===== src/rtl/smc_pkg.sv =====
// ----------------------------------------------------------------------------
// Soil moisture conditioner package
// Types, register codes, widths and the duration table.
// ----------------------------------------------------------------------------
package smc_pkg;

   localparam int MV_W      = 16;
   localparam int PCT_W     = 7;
   localparam int SEC_W     = 8;
   localparam int CSR_IDX_W = 3;
   localparam int QUO_W     = 7;
   // (dry - reading) * 100 + span / 2 stays below 2^23
   localparam int REM_W     = 23;
   localparam int DIV_STEPS = QUO_W;

   localparam logic [MV_W-1:0]  MV_MAX         = 16'hFFFF;
   localparam logic [PCT_W-1:0] PCT_FULL_SCALE = 7'd100;
   localparam logic [PCT_W-1:0] PCT_NONE       = 7'd0;
   localparam logic [PCT_W-1:0] PCT_NO_WATER   = 7'd81;
   localparam logic [PCT_W-1:0] PCT_SHORT      = 7'd80;
   localparam logic [PCT_W-1:0] PCT_BAND_70    = 7'd70;
   localparam logic [PCT_W-1:0] PCT_BAND_60    = 7'd60;
   localparam logic [PCT_W-1:0] PCT_BAND_50    = 7'd50;

   localparam logic [SEC_W-1:0] SEC_0   = 8'd0;
   localparam logic [SEC_W-1:0] SEC_10  = 8'd10;
   localparam logic [SEC_W-1:0] SEC_60  = 8'd60;
   localparam logic [SEC_W-1:0] SEC_120 = 8'd120;
   localparam logic [SEC_W-1:0] SEC_180 = 8'd180;
   localparam logic [SEC_W-1:0] SEC_240 = 8'd240;

   localparam logic [MV_W-1:0] DRY_RESET      = 16'd2800;
   localparam logic [MV_W-1:0] WET_RESET      = 16'd1200;
   localparam logic [MV_W-1:0] KNEE_RESET     = 16'd3300;
   localparam logic [MV_W-1:0] LOW_MARG_RESET = 16'd300;
   localparam logic [MV_W-1:0] HI_MARG_RESET  = 16'd300;
   localparam logic [MV_W-1:0] HEADROOM_RESET = 16'd100;

   typedef enum logic [CSR_IDX_W-1:0] {
      CSR_DRY_LEVEL    = 3'd0,
      CSR_WET_LEVEL    = 3'd1,
      CSR_SUPPLY_KNEE  = 3'd2,
      CSR_LOW_MARGIN   = 3'd3,
      CSR_HIGH_MARGIN  = 3'd4,
      CSR_DRY_HEADROOM = 3'd5
   } csr_index_type;

   typedef struct packed {
      logic [MV_W-1:0] dry_level_mv;
      logic [MV_W-1:0] wet_level_mv;
      logic [MV_W-1:0] supply_knee_mv;
      logic [MV_W-1:0] low_margin_mv;
      logic [MV_W-1:0] high_margin_mv;
      logic [MV_W-1:0] dry_headroom_mv;
   } cfg_type;

   typedef enum logic [1:0] {
      PCT_SEL_ZERO   = 2'd0,
      PCT_SEL_FULL   = 2'd1,
      PCT_SEL_DIVIDE = 2'd2
   } pct_sel_type;

   // word as it moves through the divider and back end
   typedef struct packed {
      logic [MV_W-1:0]  adjusted_mv;
      logic             plausible;
      logic             manual_run;
      pct_sel_type      pct_sel;
      logic [MV_W-1:0]  span;
      logic [REM_W-1:0] rem;
      logic [QUO_W-1:0] quo;
   } pipe_type;

   function automatic logic [SEC_W-1:0] table_seconds(input logic [PCT_W-1:0] pct);
      logic [SEC_W-1:0] secs;
      if (pct >= PCT_NO_WATER) begin
         secs = SEC_0;
      end else if (pct == PCT_SHORT) begin
         secs = SEC_10;
      end else if (pct >= PCT_BAND_70) begin
         secs = SEC_60;
      end else if (pct >= PCT_BAND_60) begin
         secs = SEC_120;
      end else if (pct >= PCT_BAND_50) begin
         secs = SEC_180;
      end else begin
         secs = SEC_240;
      end
      return secs;
   endfunction

endpackage


===== src/rtl/smc_channels.sv =====
// ----------------------------------------------------------------------------
// Soil moisture conditioner channels
// Valid/ready interfaces for the sample and result words.
// ----------------------------------------------------------------------------
interface smc_req_if;
   logic                        valid;
   logic                        ready;
   logic [smc_pkg::MV_W-1:0]    sensor_reading_mv;
   logic [smc_pkg::MV_W-1:0]    supply_mv;
   logic                        manual_run;

   modport source (output valid, output sensor_reading_mv, output supply_mv,
                   output manual_run, input ready);
   modport sink   (input valid, input sensor_reading_mv, input supply_mv,
                   input manual_run, output ready);
endinterface

interface smc_rsp_if;
   logic                        valid;
   logic                        ready;
   logic [smc_pkg::MV_W-1:0]    adjusted_mv;
   logic                        reading_plausible;
   logic [smc_pkg::PCT_W-1:0]   moisture_percent;
   logic [smc_pkg::SEC_W-1:0]   run_seconds;

   modport source (output valid, output adjusted_mv, output reading_plausible,
                   output moisture_percent, output run_seconds, input ready);
   modport sink   (input valid, input adjusted_mv, input reading_plausible,
                   input moisture_percent, input run_seconds, output ready);
endinterface


===== src/rtl/smc_front.sv =====
// ----------------------------------------------------------------------------
// Soil moisture conditioner front end
// Three stages: supply correction, window and range compares, numerator build.
// ----------------------------------------------------------------------------
module smc_front (
   input  logic                     clock,
   input  logic                     reset,
   input  smc_pkg::cfg_type         cfg,
   input  logic                     in_valid,
   output logic                     in_ready,
   input  logic [smc_pkg::MV_W-1:0] sensor_reading_mv,
   input  logic [smc_pkg::MV_W-1:0] supply_mv,
   input  logic                     manual_run,
   output logic                     out_valid,
   input  logic                     out_ready,
   output smc_pkg::pipe_type        out_pipe
);

   typedef struct packed {
      logic [smc_pkg::MV_W-1:0] adjusted_mv;
      logic                     manual_run;
      logic [smc_pkg::MV_W-1:0] lo_bound;
      logic [smc_pkg::MV_W-1:0] hi_bound;
      logic [smc_pkg::MV_W-1:0] clamp_mv;
   } s1_type;

   // stage valid bits and ready chain
   logic s1_valid_ff, s2_valid_ff, s3_valid_ff;
   logic s1_ready, s2_ready, s3_ready;

   s1_type            s1_ff, s1_in;
   smc_pkg::pipe_type s2_ff, s2_in;
   smc_pkg::pipe_type s3_ff, s3_in;

   logic [smc_pkg::MV_W-1:0] headroom;
   logic [smc_pkg::MV_W:0]   corr_sum;
   logic [smc_pkg::MV_W:0]   hi_sum;
   logic [smc_pkg::MV_W:0]   clamp_sum;
   logic                     below_knee;
   logic                     inverted, past_clamp, at_wet, past_dry;

   assign s3_ready = !s3_valid_ff || out_ready;
   assign s2_ready = !s2_valid_ff || s3_ready;
   assign s1_ready = !s1_valid_ff || s2_ready;
   assign in_ready = s1_ready;

   // stage 1: supply correction and config-derived bounds
   always_comb begin
      below_knee = supply_mv < cfg.supply_knee_mv;
      headroom   = cfg.supply_knee_mv - supply_mv;
      corr_sum   = {1'b0, sensor_reading_mv} + {1'b0, headroom};
      hi_sum     = {1'b0, cfg.dry_level_mv} + {1'b0, cfg.high_margin_mv};
      clamp_sum  = {1'b0, cfg.dry_level_mv} + {1'b0, cfg.dry_headroom_mv};

      s1_in.manual_run = manual_run;
      if (below_knee) begin
         s1_in.adjusted_mv = corr_sum[smc_pkg::MV_W] ? smc_pkg::MV_MAX
                                                      : corr_sum[smc_pkg::MV_W-1:0];
      end else begin
         s1_in.adjusted_mv = sensor_reading_mv;
      end
      s1_in.lo_bound = (cfg.wet_level_mv > cfg.low_margin_mv)
                       ? cfg.wet_level_mv - cfg.low_margin_mv : '0;
      s1_in.hi_bound = hi_sum[smc_pkg::MV_W] ? smc_pkg::MV_MAX
                                             : hi_sum[smc_pkg::MV_W-1:0];
      s1_in.clamp_mv = clamp_sum[smc_pkg::MV_W] ? smc_pkg::MV_MAX
                                                : clamp_sum[smc_pkg::MV_W-1:0];
   end

   // stage 2: plausibility window and percentage case
   always_comb begin
      inverted   = cfg.dry_level_mv <= cfg.wet_level_mv;
      past_clamp = s1_ff.adjusted_mv >= s1_ff.clamp_mv;
      at_wet     = s1_ff.adjusted_mv <= cfg.wet_level_mv;
      past_dry   = s1_ff.adjusted_mv >= cfg.dry_level_mv;

      s2_in.adjusted_mv = s1_ff.adjusted_mv;
      s2_in.manual_run  = s1_ff.manual_run;
      s2_in.plausible   = (s1_ff.adjusted_mv >= s1_ff.lo_bound) &&
                          (s1_ff.adjusted_mv <= s1_ff.hi_bound);
      if (inverted || past_clamp) begin
         s2_in.pct_sel = smc_pkg::PCT_SEL_ZERO;
      end else if (at_wet) begin
         s2_in.pct_sel = smc_pkg::PCT_SEL_FULL;
      end else if (past_dry) begin
         s2_in.pct_sel = smc_pkg::PCT_SEL_ZERO;
      end else begin
         s2_in.pct_sel = smc_pkg::PCT_SEL_DIVIDE;
      end
      s2_in.span = cfg.dry_level_mv - cfg.wet_level_mv;
      // rem holds dry - reading here; widened into the numerator next stage
      s2_in.rem  = smc_pkg::REM_W'(cfg.dry_level_mv - s1_ff.adjusted_mv);
      s2_in.quo  = '0;
   end

   // stage 3: numerator = diff * 100 + span / 2 (rounding)
   always_comb begin
      s3_in     = s2_ff;
      s3_in.rem = s2_ff.rem * smc_pkg::REM_W'(smc_pkg::PCT_FULL_SCALE)
                + smc_pkg::REM_W'(s2_ff.span >> 1);
   end

   always_ff @(posedge clock) begin
      if (reset) begin
         s1_valid_ff <= 1'b0;
         s2_valid_ff <= 1'b0;
         s3_valid_ff <= 1'b0;
      end else begin
         if (s1_ready) s1_valid_ff <= in_valid;
         if (s2_ready) s2_valid_ff <= s1_valid_ff;
         if (s3_ready) s3_valid_ff <= s2_valid_ff;
      end
   end

   always_ff @(posedge clock) begin
      if (s1_ready && in_valid)    s1_ff <= s1_in;
      if (s2_ready && s1_valid_ff) s2_ff <= s2_in;
      if (s3_ready && s2_valid_ff) s3_ff <= s3_in;
   end

   assign out_valid = s3_valid_ff;
   assign out_pipe  = s3_ff;

endmodule


===== src/rtl/smc_div_step.sv =====
// ----------------------------------------------------------------------------
// Soil moisture conditioner divider step
// One restoring step of the percentage division, one register stage.
// ----------------------------------------------------------------------------
module smc_div_step #(
   parameter int SHIFT = 0
) (
   input  logic              clock,
   input  logic              reset,
   input  logic              in_valid,
   output logic              in_ready,
   input  smc_pkg::pipe_type in_pipe,
   output logic              out_valid,
   input  logic              out_ready,
   output smc_pkg::pipe_type out_pipe
);

   logic                       valid_ff;
   smc_pkg::pipe_type          pipe_ff, pipe_in;
   logic [smc_pkg::REM_W-1:0]  divisor;

   assign in_ready = !valid_ff || out_ready;

   always_comb begin
      divisor = smc_pkg::REM_W'(in_pipe.span) << SHIFT;
      pipe_in = in_pipe;
      if (in_pipe.rem >= divisor) begin
         pipe_in.rem        = in_pipe.rem - divisor;
         pipe_in.quo[SHIFT] = 1'b1;
      end
   end

   always_ff @(posedge clock) begin
      if (reset) begin
         valid_ff <= 1'b0;
      end else if (in_ready) begin
         valid_ff <= in_valid;
      end
   end

   always_ff @(posedge clock) begin
      if (in_ready && in_valid) pipe_ff <= pipe_in;
   end

   assign out_valid = valid_ff;
   assign out_pipe  = pipe_ff;

endmodule


===== src/rtl/smc_back.sv =====
// ----------------------------------------------------------------------------
// Soil moisture conditioner back end
// Percentage select, duration table, manual rule and result register.
// ----------------------------------------------------------------------------
module smc_back (
   input  logic                      clock,
   input  logic                      reset,
   input  logic                      in_valid,
   output logic                      in_ready,
   input  smc_pkg::pipe_type         in_pipe,
   output logic                      out_valid,
   input  logic                      out_ready,
   output logic [smc_pkg::MV_W-1:0]  adjusted_mv,
   output logic                      reading_plausible,
   output logic [smc_pkg::PCT_W-1:0] moisture_percent,
   output logic [smc_pkg::SEC_W-1:0] run_seconds
);

   logic                      valid_ff;
   logic [smc_pkg::MV_W-1:0]  adjusted_ff;
   logic                      plausible_ff;
   logic [smc_pkg::PCT_W-1:0] pct_ff, pct_in;
   logic [smc_pkg::SEC_W-1:0] secs_ff, secs_in;
   logic [smc_pkg::SEC_W-1:0] table_secs;

   assign in_ready = !valid_ff || out_ready;

   always_comb begin
      case (in_pipe.pct_sel)
         smc_pkg::PCT_SEL_FULL: begin
            pct_in = smc_pkg::PCT_FULL_SCALE;
         end
         smc_pkg::PCT_SEL_DIVIDE: begin
            pct_in = (in_pipe.quo > smc_pkg::PCT_FULL_SCALE) ? smc_pkg::PCT_FULL_SCALE
                                                             : in_pipe.quo;
         end
         default: begin
            pct_in = smc_pkg::PCT_NONE;
         end
      endcase
      table_secs = smc_pkg::table_seconds(pct_in);
      secs_in    = (in_pipe.manual_run && table_secs == smc_pkg::SEC_0)
                   ? smc_pkg::SEC_10 : table_secs;
   end

   always_ff @(posedge clock) begin
      if (reset) begin
         valid_ff <= 1'b0;
      end else if (in_ready) begin
         valid_ff <= in_valid;
      end
   end

   always_ff @(posedge clock) begin
      if (in_ready && in_valid) begin
         adjusted_ff  <= in_pipe.adjusted_mv;
         plausible_ff <= in_pipe.plausible;
         pct_ff       <= pct_in;
         secs_ff      <= secs_in;
      end
   end

   assign out_valid         = valid_ff;
   assign adjusted_mv       = adjusted_ff;
   assign reading_plausible = plausible_ff;
   assign moisture_percent  = pct_ff;
   assign run_seconds       = secs_ff;

endmodule


===== src/rtl/soil_moisture_conditioner.sv =====
// ----------------------------------------------------------------------------
// Soil moisture conditioner
// Supply correction, plausibility check, moisture percentage and watering time.
// ----------------------------------------------------------------------------
// Takes one sample word per clock, unless the result side stalls, and returns
// one result word per sample, in order, through three front-end stages (supply
// correction, window compares, numerator), seven divider stages that each
// resolve one quotient bit of the rounded percentage division, and the result
// register. Every stage has its own valid bit and fills bubbles, so a stalled
// result side backs up the pipe without losing words. The user must write the
// calibration registers through the csr port while idle; it is not enforced.
module soil_moisture_conditioner (
   input  logic                          clock,
   input  logic                          reset,
   smc_req_if.sink                       req_bus,
   smc_rsp_if.source                     rsp_bus,
   input  logic                          csr_write_en,
   input  logic [smc_pkg::CSR_IDX_W-1:0] csr_index,
   input  logic [smc_pkg::MV_W-1:0]      csr_wdata
);

   smc_pkg::cfg_type cfg_ff;

   always_ff @(posedge clock) begin
      if (reset) begin
         cfg_ff.dry_level_mv    <= smc_pkg::DRY_RESET;
         cfg_ff.wet_level_mv    <= smc_pkg::WET_RESET;
         cfg_ff.supply_knee_mv  <= smc_pkg::KNEE_RESET;
         cfg_ff.low_margin_mv   <= smc_pkg::LOW_MARG_RESET;
         cfg_ff.high_margin_mv  <= smc_pkg::HI_MARG_RESET;
         cfg_ff.dry_headroom_mv <= smc_pkg::HEADROOM_RESET;
      end else if (csr_write_en) begin
         case (smc_pkg::csr_index_type'(csr_index))
            smc_pkg::CSR_DRY_LEVEL:    cfg_ff.dry_level_mv    <= csr_wdata;
            smc_pkg::CSR_WET_LEVEL:    cfg_ff.wet_level_mv    <= csr_wdata;
            smc_pkg::CSR_SUPPLY_KNEE:  cfg_ff.supply_knee_mv  <= csr_wdata;
            smc_pkg::CSR_LOW_MARGIN:   cfg_ff.low_margin_mv   <= csr_wdata;
            smc_pkg::CSR_HIGH_MARGIN:  cfg_ff.high_margin_mv  <= csr_wdata;
            smc_pkg::CSR_DRY_HEADROOM: cfg_ff.dry_headroom_mv <= csr_wdata;
            default: begin
               // unknown index: write dropped
            end
         endcase
      end
   end

   logic              div_valid [smc_pkg::DIV_STEPS+1];
   logic              div_ready [smc_pkg::DIV_STEPS+1];
   smc_pkg::pipe_type div_pipe  [smc_pkg::DIV_STEPS+1];

   smc_front u_front (
      .clock             (clock),
      .reset             (reset),
      .cfg               (cfg_ff),
      .in_valid          (req_bus.valid),
      .in_ready          (req_bus.ready),
      .sensor_reading_mv (req_bus.sensor_reading_mv),
      .supply_mv         (req_bus.supply_mv),
      .manual_run        (req_bus.manual_run),
      .out_valid         (div_valid[0]),
      .out_ready         (div_ready[0]),
      .out_pipe          (div_pipe[0])
   );

   // quotient bits resolved MSB first
   for (genvar g = 0; g < smc_pkg::DIV_STEPS; g++) begin : g_div
      smc_div_step #(
         .SHIFT (smc_pkg::DIV_STEPS - 1 - g)
      ) u_step (
         .clock     (clock),
         .reset     (reset),
         .in_valid  (div_valid[g]),
         .in_ready  (div_ready[g]),
         .in_pipe   (div_pipe[g]),
         .out_valid (div_valid[g+1]),
         .out_ready (div_ready[g+1]),
         .out_pipe  (div_pipe[g+1])
      );
   end

   smc_back u_back (
      .clock             (clock),
      .reset             (reset),
      .in_valid          (div_valid[smc_pkg::DIV_STEPS]),
      .in_ready          (div_ready[smc_pkg::DIV_STEPS]),
      .in_pipe           (div_pipe[smc_pkg::DIV_STEPS]),
      .out_valid         (rsp_bus.valid),
      .out_ready         (rsp_bus.ready),
      .adjusted_mv       (rsp_bus.adjusted_mv),
      .reading_plausible (rsp_bus.reading_plausible),
      .moisture_percent  (rsp_bus.moisture_percent),
      .run_seconds       (rsp_bus.run_seconds)
   );

endmodule


===== src/flat_wrapper.sv =====
// flat-port wrapper written by rule: the top's interface ports become plain ports
module soil_moisture_conditioner_flat 
  (clock, reset, csr_write_en, csr_index, csr_wdata, req_bus_valid, req_bus_sensor_reading_mv, req_bus_supply_mv, req_bus_manual_run, req_bus_ready, rsp_bus_valid, rsp_bus_adjusted_mv, rsp_bus_reading_plausible, rsp_bus_moisture_percent, rsp_bus_run_seconds, rsp_bus_ready);
  smc_req_if req_bus_i ();
  smc_rsp_if rsp_bus_i ();
  input  logic clock;
  input  logic reset;
  input  logic csr_write_en;
  input  logic [smc_pkg::CSR_IDX_W-1:0] csr_index;
  input  logic [smc_pkg::MV_W-1:0] csr_wdata;
  input wire logic [$bits(req_bus_i.valid)-1:0] req_bus_valid;
  input wire logic [$bits(req_bus_i.sensor_reading_mv)-1:0] req_bus_sensor_reading_mv;
  input wire logic [$bits(req_bus_i.supply_mv)-1:0] req_bus_supply_mv;
  input wire logic [$bits(req_bus_i.manual_run)-1:0] req_bus_manual_run;
  output wire logic [$bits(req_bus_i.ready)-1:0] req_bus_ready;
  output wire logic [$bits(rsp_bus_i.valid)-1:0] rsp_bus_valid;
  output wire logic [$bits(rsp_bus_i.adjusted_mv)-1:0] rsp_bus_adjusted_mv;
  output wire logic [$bits(rsp_bus_i.reading_plausible)-1:0] rsp_bus_reading_plausible;
  output wire logic [$bits(rsp_bus_i.moisture_percent)-1:0] rsp_bus_moisture_percent;
  output wire logic [$bits(rsp_bus_i.run_seconds)-1:0] rsp_bus_run_seconds;
  input wire logic [$bits(rsp_bus_i.ready)-1:0] rsp_bus_ready;
  assign req_bus_i.valid = req_bus_valid;
  assign req_bus_i.sensor_reading_mv = req_bus_sensor_reading_mv;
  assign req_bus_i.supply_mv = req_bus_supply_mv;
  assign req_bus_i.manual_run = req_bus_manual_run;
  assign req_bus_ready = req_bus_i.ready;
  assign rsp_bus_valid = rsp_bus_i.valid;
  assign rsp_bus_adjusted_mv = rsp_bus_i.adjusted_mv;
  assign rsp_bus_reading_plausible = rsp_bus_i.reading_plausible;
  assign rsp_bus_moisture_percent = rsp_bus_i.moisture_percent;
  assign rsp_bus_run_seconds = rsp_bus_i.run_seconds;
  assign rsp_bus_i.ready = rsp_bus_ready;
  soil_moisture_conditioner u_core (.clock(clock), .reset(reset), .req_bus(req_bus_i), .rsp_bus(rsp_bus_i), .csr_write_en(csr_write_en), .csr_index(csr_index), .csr_wdata(csr_wdata));
endmodule

===== config.mk =====
export PLATFORM = sky130hd
export DESIGN_NAME = soil_moisture_conditioner_flat
export DESIGN_NICKNAME = d
export VERILOG_FILES = /design/src/rtl/smc_pkg.sv /design/src/rtl/smc_channels.sv /design/src/rtl/smc_front.sv /design/src/rtl/smc_div_step.sv /design/src/rtl/smc_back.sv /design/src/rtl/soil_moisture_conditioner.sv /design/src/flat_wrapper.sv
export SDC_FILE = /design/constraint.sdc
export NUM_CORES = 1
export LEC_CHECK = 0
export BUFFER_PORTS_ARGS = -buffer_cell sky130_fd_sc_hd__buf_2
export CORE_MARGIN = 4
export CORE_UTILIZATION = 35
export CTS_BUF_LIST = sky130_fd_sc_hd__clkbuf_8
export DETAILED_ROUTE_END_ITERATION = 10
export GPL_ROUTABILITY_DRIVEN = 0
export GPL_TIMING_DRIVEN = 0
export HOLD_SLACK_MARGIN = 0.12
export PLACE_DENSITY = 0.51
export SLEW_MARGIN = 20
export SYNTH_ARGS = -nofsm -noshare
export SYNTH_HDL_FRONTEND = slang
export SYNTH_HIERARCHICAL = 1
export SYNTH_SLANG_ARGS = --single-unit
export TNS_END_PERCENT = 5

===== constraint.sdc =====
create_clock -name clock -period 7.06 [get_ports clock]
set_input_delay 0.706 -clock clock [delete_from_list [all_inputs] [get_ports clock]]
set_output_delay 0.706 -clock clock [all_outputs]
set_load 0.01 [all_outputs]

# --- Word level (Yosys, flattened, before mapping) ---
# Index checks and enable logic that the tools add are counted.
word_totals:
  regBits: 724
  latch_bits: 0
  ram_bits: 0
  mem_bits_ro: 0
  in_bits: 57
  out_inout_bits: 34
  word_cells: 197
  memories: 0
op_classes:
  add_sub_neg: 14
  mul: 1
  div_mod_pow: 0
  order_cmp: 20
  eq_ne: 8
  n_shift: 0
  muxes: 17
  n_bitwise: 0
  reduce_logical: 45
op_table:
  columns: ["operator", "n"]
  rows:
  - ["$mux 23", 5]
  - ["$add 16x16->17", 3]
  - ["$ge 16x16->1", 3]
  - ["$le 16x16->1", 3]
  - ["$sub 16x16->16", 3]
  - ["$mux 16", 2]
  - ["$mux 8", 4]
  - ["$mux 24", 1]
  - ["$add 23x15->23", 1]
  - ["$ge 23x16->1", 1]
  - ["$ge 23x17->1", 1]
  - ["$ge 23x18->1", 1]
  - ["$ge 23x19->1", 1]
  - ["$ge 23x20->1", 1]
  - ["$ge 23x21->1", 1]
  - ["$ge 23x22->1", 1]
  - ["$mul 23x5->21 const B", 1]
  - ["$sub 23x17->23", 1]
  - ["$sub 23x18->23", 1]
  - ["$sub 23x19->23", 1]
  - ["$sub 23x20->23", 1]
  - ["$sub 23x21->23", 1]
  - ["$sub 23x22->23", 1]
  - ["$sub 16x16->17", 1]
  - ["22 further kinds", 65]

# --- Depth between registers and ports, before layout ---
# Gate-level depths: netlist of run 1.
logic_depth:
  depth_word: 13
  mapped_depth: 19
  depth_no_buf: 19

# --- Modules after synthesis ---
# The synthesis of run 1 kept the hierarchy.
modules_own_cells:
  columns: ["mod", "instances", "cells_each", "area_per_inst_um2", "seq_area_each_um2"]
  rows:
  - ["smc_front", 1, 1501, 14806.7, 5315.1]
  - ["soil_moisture_conditioner", 1, 351, 3808.7, 1921.8]
  - ["smc_div_step (u_core.g_div[5].u_step)", 1, 257, 3408.3, 2001.9]
  - ["smc_div_step (u_core.g_div[2].u_step)", 1, 257, 3372.0, 2001.9]
  - ["smc_div_step (u_core.g_div[1].u_step)", 1, 251, 3308.2, 2001.9]
  - ["smc_div_step (u_core.g_div[4].u_step)", 1, 262, 3286.9, 2001.9]
  - ["smc_div_step (u_core.g_div[0].u_step)", 1, 230, 3224.3, 2001.9]
  - ["smc_div_step (u_core.g_div[6].u_step)", 1, 253, 3224.3, 2001.9]
  - ["smc_div_step (u_core.g_div[3].u_step)", 1, 232, 3124.2, 2001.9]
  - ["smc_back", 1, 79, 1239.9, 920.9]

# --- Worst setup path before layout of run 1 ---
# OpenSTA, ideal clock, no wires.
synth_path:
  path_type: "input to register"
  start: "in rsp_bus_ready"
  end: "reg u_core/u_front/s2_ff[10] in the netlist's numbering (enable)"
  setup_ps: 545
  arrival_ps: 5648
  t_required_ps: 6515
  path_slack_ps: 867
  path_stages: 10
  cell_sequence: "nand2b_1 -> nand2b_1 -> nand2b_1 -> nand2b_1 -> nand2b_1 -> nand2b_1 -> nand2b_1 -> nand2b_1 -> nor2b_1 -> a21boi_0"
synth_rtl:
  columns: ["item", "line_no", "text"]
  rows:
  - ["from (decl)", "flat_wrapper.sv:21", "input wire logic [$bits(rsp_bus_i.ready)-1:0] rsp_bus_ready;"]
  - ["to (signal assigned)", "smc_front.sv:117", "if (s2_ready && s1_valid_ff) s2_ff <= s2_in;"]
  - ["to (decl)", "smc_front.sv:32", "smc_pkg::pipe_type s2_ff, s2_in;"]

==> metrics.txt, run 1 <==
status finished clean; critical path class reg2reg; FF-to-FF path depth 17; H-tree levels 3; initial antenna violation count 6; post-CTS setup buffers 0; crit-path most repeated cell ha_1; CP peak stage delay 0.56 ns; Final Slew Violations 0; Area after DPL 43,690 µm²; max cap viols 0; Hold Crit Start rsp_bus_ready; Clock Root Buffer clkbuf_8; row cnt between 100 and 150; CTS buffer count 121; DR iter-0 viols 1,654; post-synthesis cell area 40,950 µm²; HP Class in2reg; CTS Sinks approximately 740; Hold Path End u_core/u_back/out_valid; DRT Pass-1 Iters 6; Peak Freq slightly below 200 MHz; area delta synth->final 12.69%; TritonCTS clock tree yes; Clock Skew slightly below 0.04 ns; fin nets 4,196; Die H roughly 350 µm; total power per unit cell area 231.5 nW/µm²; cell count after synthesis 3,527; Max Root-Sink Buffers 3; clk_lat worst skew 0.77 ns; final setup vio count 0; Critical R2R Capture u_core/u_front/out_pipe[29]; crit end category flop; Leak Pwr 18.65 nW; I/O pin total 91; fin crit share 71.28%; Final HPWL DP 73,120 µm; R2R setup slack a little over 2 ns; clock slew at reported path FFs roughly 0.060 ns; critical path's slowest cell a2111oi_0; Crit path arrival time 5.53 ns; reg2reg start u_core/u_front/s2_ff[8]; WHS 0.2428 ns; Core ar. 116,200 µm²; global-route wire length before repair around 150,000 µm; DRC viols 0; total track usage between 10% and 20%; post-route cell area 46,140 µm²; Die W about 350 µm; CP startpoint kind flop; peak fanout along the critical path 4; slew at the pin closest to its max-slew limit around 1.1 ns; Max transition margin 23.29%; critical-path cell list ha_1, ha_1, ha_1, inv_1, fa_1, nand2b_1, a21oi_1, nor2_1, xnor2_1, ha_1, nand2_1, a2111oi_0, o31ai_1, a21boi_0, o21ai_0, nor3_1, xnor2_1; final hold vios 0; die area 122,500 µm²; layout cell share with drive strength beyond 1 12.03%; GRT overflow 0; WP data required 7.55 ns; YS warnings 6; DR vias 26,630; per-cell routed wire length 17.73 µm; antenna-violating nets left 0; Avg Inst Size Synth ~12 µm²; Total Wirelength 95,450 µm; largest net degree at the start of global routing 59; vias per cell 4.947; commonest non-fill, non-tap cells in the layout 628 x edfxtp_1, 415 x inv_1, 353 x ha_1, 224 x nor2_1, 209 x a21oi_1; hold depth 3; initial core utilization 35.24%; Peak VDD IR 149.4 µV; vias in the first global route 26,200; RSZ-0062 raised after global routing false; commonest non-fill, non-tap cell in the layout edfxtp_1; Final Critical Period a little over 5 ns; input/output buffers 85
-- worst max-delay path, delay by kind of cell (launching register included) --
family | cells | cell delay, ns
adder cells (fa/ha/maj) | 5 | 1.70
XOR/XNOR | 2 | 0.24
AO/OA/AOI/OAI | 5 | 1.64
buffers and inverters | 1 | 0.06
flip-flops | 1 | 0.47
AND/OR/NAND/NOR | 4 | 0.65
-- through the flow --
| stage | power (W) | std cells | setup WS (ns) | TNS (ns) | util (%) |
|---|---|---|---|---|---|
| final | 0.01068 | 5383 | 2.027 | 0 | 39.71 |
| after global routing | 0.01132 | 5383 | 1.751 | 0 | 39.71 |
| after CTS | 0.01085 | 5382 | 2.050 | 0 | 39.71 |
| after detailed placement | 0.007063 | 5155 | 2.060 | 0 | 37.60 |
| after global placement | 0.007054 | 5142 | -1.195 | -110.56 | 37.26 |
| after floorplan | 0.006564 | 3533 | 0.8668 | 0 | - |
-- cell type report --
type	count	area, µm²
fill	11240	70060
inverter	382	1434
multi-input combinational	2334	18060
antenna	1	2.502
sequential	735	21000
clock inverter	95	636.9
timing repair buffer	100	788.3
clock buffer	130	1789
buffer	82	520.5
tap	1524	1907
-- sequential cells by signal, summed over array words and instances (netlist names) --
signal	cells
u_core/g_div.u_step/out_valid	7
u_core/u_front/s1_ff	65
u_core/u_front/out_pipe	57
u_core/u_front/s2_ff	53
u_core/u_front/s2_valid_ff	1
u_core/u_back/out_valid	1
u_core/u_back/run_seconds	6
u_core/cfg_ff	96
u_core/u_back/moisture_percent	7
u_core/u_back/reading_plausible	1
u_core/g_div.u_step/out_pipe	423
u_core/u_front/s1_valid_ff	1
u_core/u_back/adjusted_mv	16
u_core/u_front/out_valid	1
-- report_power, final --
group	internal, W	total (W)	switching (W)
registers	0.00488	0.00499	0.000110
clock network	0.00194	0.00370	0.00176
logic	0.000875	0.00199	0.00111
total	0.00770	0.0107	0.00298
-- worst max-delay path by stage --
| stage | end | slack (ns) | start |
|---|---|---|---|
| floorplan | u_core/u_front/s2_ff[10] | 0.87 | rsp_bus_ready |
| global placement | u_core/u_front/s2_ff[48] | -1.20 | rsp_bus_ready |
| detailed placement | u_core/u_front/s1_ff[63] | 2.06 | req_bus_supply_mv[1] |
| CTS | u_core/u_front/out_pipe[29] | 2.05 | u_core/u_front/s2_ff[8] |
| global route | u_core/u_front/out_pipe[29] | 1.75 | u_core/u_front/s2_ff[8] |
| finish | u_core/u_front/out_pipe[29] | 2.03 | u_core/u_front/s2_ff[8] |
-- routing by layer --
layer | track usage (%) | vias up | share of wire, %
met5 | 0 | - | 0
met4 | 4.356 | 0 | 2.2
met3 | 2.103 | 140 | 4.4
met2 | 25.26 | 533 | 46
met1 | 21.82 | 12660 | 47
li1 | - | 13300 | -
-- timing repair --
| action | in CTS | in global routing |
|---|---|---|
| hold buffers | 2 | 0 |
| endpoints found under the hold margin | 2 | 0 |
| setup endpoints to repair | 0 | 0 |
| gates resized for setup | 0 | 0 |
No activity file was read; power rests on OpenSTA's default activity.
==> run 2: changes to the inputs <==
- clock period: 7.06 -> 4.85 ns (I/O delays scaled with it)
==> run 2 against run 1 <==
Net effect:
- first-iteration DRC count is 16% lower
- cell area is 1.1% higher
- hold slack better by 0.074 ns
- register-to-register slack worse by 1.7 ns
- utilization is 0.45 points higher
- clock power is 51% higher
- clock-buffer cell count is 9 higher
- sequential cell count stayed put
- sequential power is 46% higher
- fmax is 12% higher
- highest routed layer unchanged
==> metrics.txt, run 2 (same netlist as run 1, synthesis figures left out) <==
status finished clean (unchanged); clk_lat worst skew 0.79 ns (was 0.77 ns); multi-input logic area 18,080 µm² (was 18,060 µm²); peak fanout along the critical path 4 (unchanged); DR iter-0 viols 1,396 (was 1,654); max cap viols 0 (unchanged); fin crit share 92.57% (was 71.28%); WHS 0.3172 ns (was 0.2428 ns); initial core utilization 35.24% (unchanged); final setup vio count 0 (unchanged); input/output buffers 85 (unchanged); area delta synth->final 13.97% (was 12.69%); DRC viols 0 (unchanged); final hold vios 0 (unchanged); max reg flops 423 (unchanged); die area 122,500 µm² (unchanged); Die W 350.0 µm (unchanged); I/O pin total 91 (unchanged); Total Wirelength 95,640 µm (was 95,450 µm); Reg power frac 46.2% (was 46.7%); Final Slew Violations 0 (unchanged); Peak Freq 222.7 MHz (was 198.7 MHz); global-route wire length before repair 147,600 µm (was 149,400 µm); placed insts 5,155 (unchanged); Logic pwr share 18.3% (was 18.6%); sequential cell area 21,000 µm² (unchanged); non-filler instance count after layout 5,434 (was 5,383); Int Pwr 0.01138 W (was 0.007701 W); CTS buffer count 131 (was 121); TritonCTS clock tree yes (unchanged); Clock Skew 0.04621 ns (was 0.03924 ns); initial antenna violation count 3 (was 6); DRT Pass-1 Iters 5 (was 6); largest net degree at the start of global routing 60 (was 59); CP startpoint kind flop (unchanged); RSZ-0062 raised after global routing false (unchanged); Sw Ratio 27.58% (was 27.90%); commonest non-fill, non-tap cells in the layout 628 x edfxtp_1, 419 x inv_1, 353 x ha_1, 224 x nor2_1, 208 x a21oi_1 (was 628 x edfxtp_1, 415 x inv_1, 353 x ha_1, 224 x nor2_1, 209 x a21oi_1); Switch Pwr 0.004335 W (was 0.002979 W); total track usage 15.52% (was 15.55%); DR vias 26,530 (was 26,630); Fillers 11,140 (was 11,240); Clock Root Buffer clkbuf_8 (unchanged); Final HPWL DP 73,160 µm (was 73,120 µm); crit end category flop (unchanged); Core ar. 116,200 µm² (unchanged); clock power share 35.4% (was 34.6%); slew at the pin closest to its max-slew limit 1.021 ns (was 1.144 ns); Final Critical Period 4.490 ns (was 5.033 ns); per-cell routed wire length 17.60 µm (was 17.73 µm); antenna-violating nets left 0 (unchanged); Max Root-Sink Buffers 3 (unchanged); WP data required 5.34 ns (was 7.55 ns); vias per cell 4.881 (was 4.947); critical path class reg2reg (unchanged); commonest non-fill, non-tap cell in the layout edfxtp_1 (unchanged); row cnt 125 (unchanged); total power per unit cell area 336.8 nW/µm² (was 231.5 nW/µm²); Max transition margin 31.52% (was 23.29%); GRT overflow 0 (unchanged); H-tree levels 4 (was 3); Peak VDD IR 243.0 µV (was 149.4 µV); Leak Pwr 18.89 nW (was 18.65 nW); fin nets 4,242 (was 4,196); vias in the first global route 25,990 (was 26,200); HP Class in2reg (unchanged); CTS Sinks 735 (unchanged); Die H 350.0 µm (unchanged); Crit path arrival time 4.98 ns (was 5.53 ns); clock slew at reported path FFs 0.06 ns (about the same); layout cell share with drive strength beyond 1 12.41% (was 12.03%)
run 2: cell types whose count changed in the layout (fill, tap and decap cells not counted), sizes merged:
cell         change
dlygate4sd3     +36
clkbuf           +9
inv              +8
clkinv           -4
clkinvlp         +2
bufinv           -1
diode            +1
run 2: metrics by stage:
stage	setup slack [ns]	TNS (ns)	util (%)	power (W)	cell area, µm²
after floorplan	-0.5240	-34.06	-	0.009554	40970
after global placement	-2.642	-301.70	37.26	0.01020	43300
after detailed placement	-0.05357	-0.05357	37.60	0.01023	43690
after CTS	0.04462	0	40.15	0.01595	46650
after global routing	0.01483	0	40.16	0.01664	46660
final	0.3603	0	40.16	0.01572	46670
run 2: layout make-up:
cell class	count	share of cell area (%)
Inverter	382	3.073
Multi-Input combinational cell	2334	38.74
Sequential cell	735	45.00
Clock inverter	100	1.413
Tap cell	1524	4.086
Antenna cell	2	0.01072
Buffer	82	1.115
Timing Repair Buffer	136	2.461
Clock buffer	139	4.100
run 2: power groups by stage:
stage	registers, W	clock network, W	logic, W
floorplan	0.00731	0	0.00225
global placement	0.00741	0	0.00279
detailed placement	0.00740	0	0.00283
CTS	0.00727	0.00581	0.00288
global route	0.00728	0.00611	0.00325
finish	0.00727	0.00557	0.00288
run 2: critical path: stages, from the launching register on:
cell	delay (ns)
edfxtp_1	0.44
ha_1	0.32
ha_1	0.28
inv_1	0.05
fa_1	0.49
inv_1	0.04
ha_1	0.34
o21ai_0	0.10
o21bai_1	0.22
a21oi_1	0.12
xnor2_1	0.27
ha_1	0.33
nand2_1	0.14
a2111oi_2	0.06
o31ai_1	0.35
a21boi_1	0.15
o21ai_2	0.23
nor2_1	0.09
xor2_1	0.18
run 2: repair_timing:
item / CTS / global route
endpoints found under the setup margin: 2 / 4
setup buffers: 0 / 0
resized for setup: 2 / 4
hold buffers: 38 / 0
hold endpoints to repair: 75 / 0
gates cloned: 0 / 0
run 2: worst paths after layout:
path                                        from                             endpoint  slack (ns)  cells past startpoint
max                     u_core/u_front/s2_ff[10]          u_core/u_front/out_pipe[25]        0.36                     18
max reg2reg             u_core/u_front/s2_ff[10]          u_core/u_front/out_pipe[25]        0.36                     18
min reg2reg  u_core/g_div[3].u_step/out_pipe[47]  u_core/g_div[4].u_step/out_pipe[47]        0.40                      0
min                                 csr_wdata[0]                    u_core/cfg_ff[16]        0.32                      3
run 2: metal layers:
metal  wire length (µm)  track usage, %
met2              46380           26.59
met3               3394           2.458
met4               2628           5.510
met1              43240           19.92
met5                  0               0
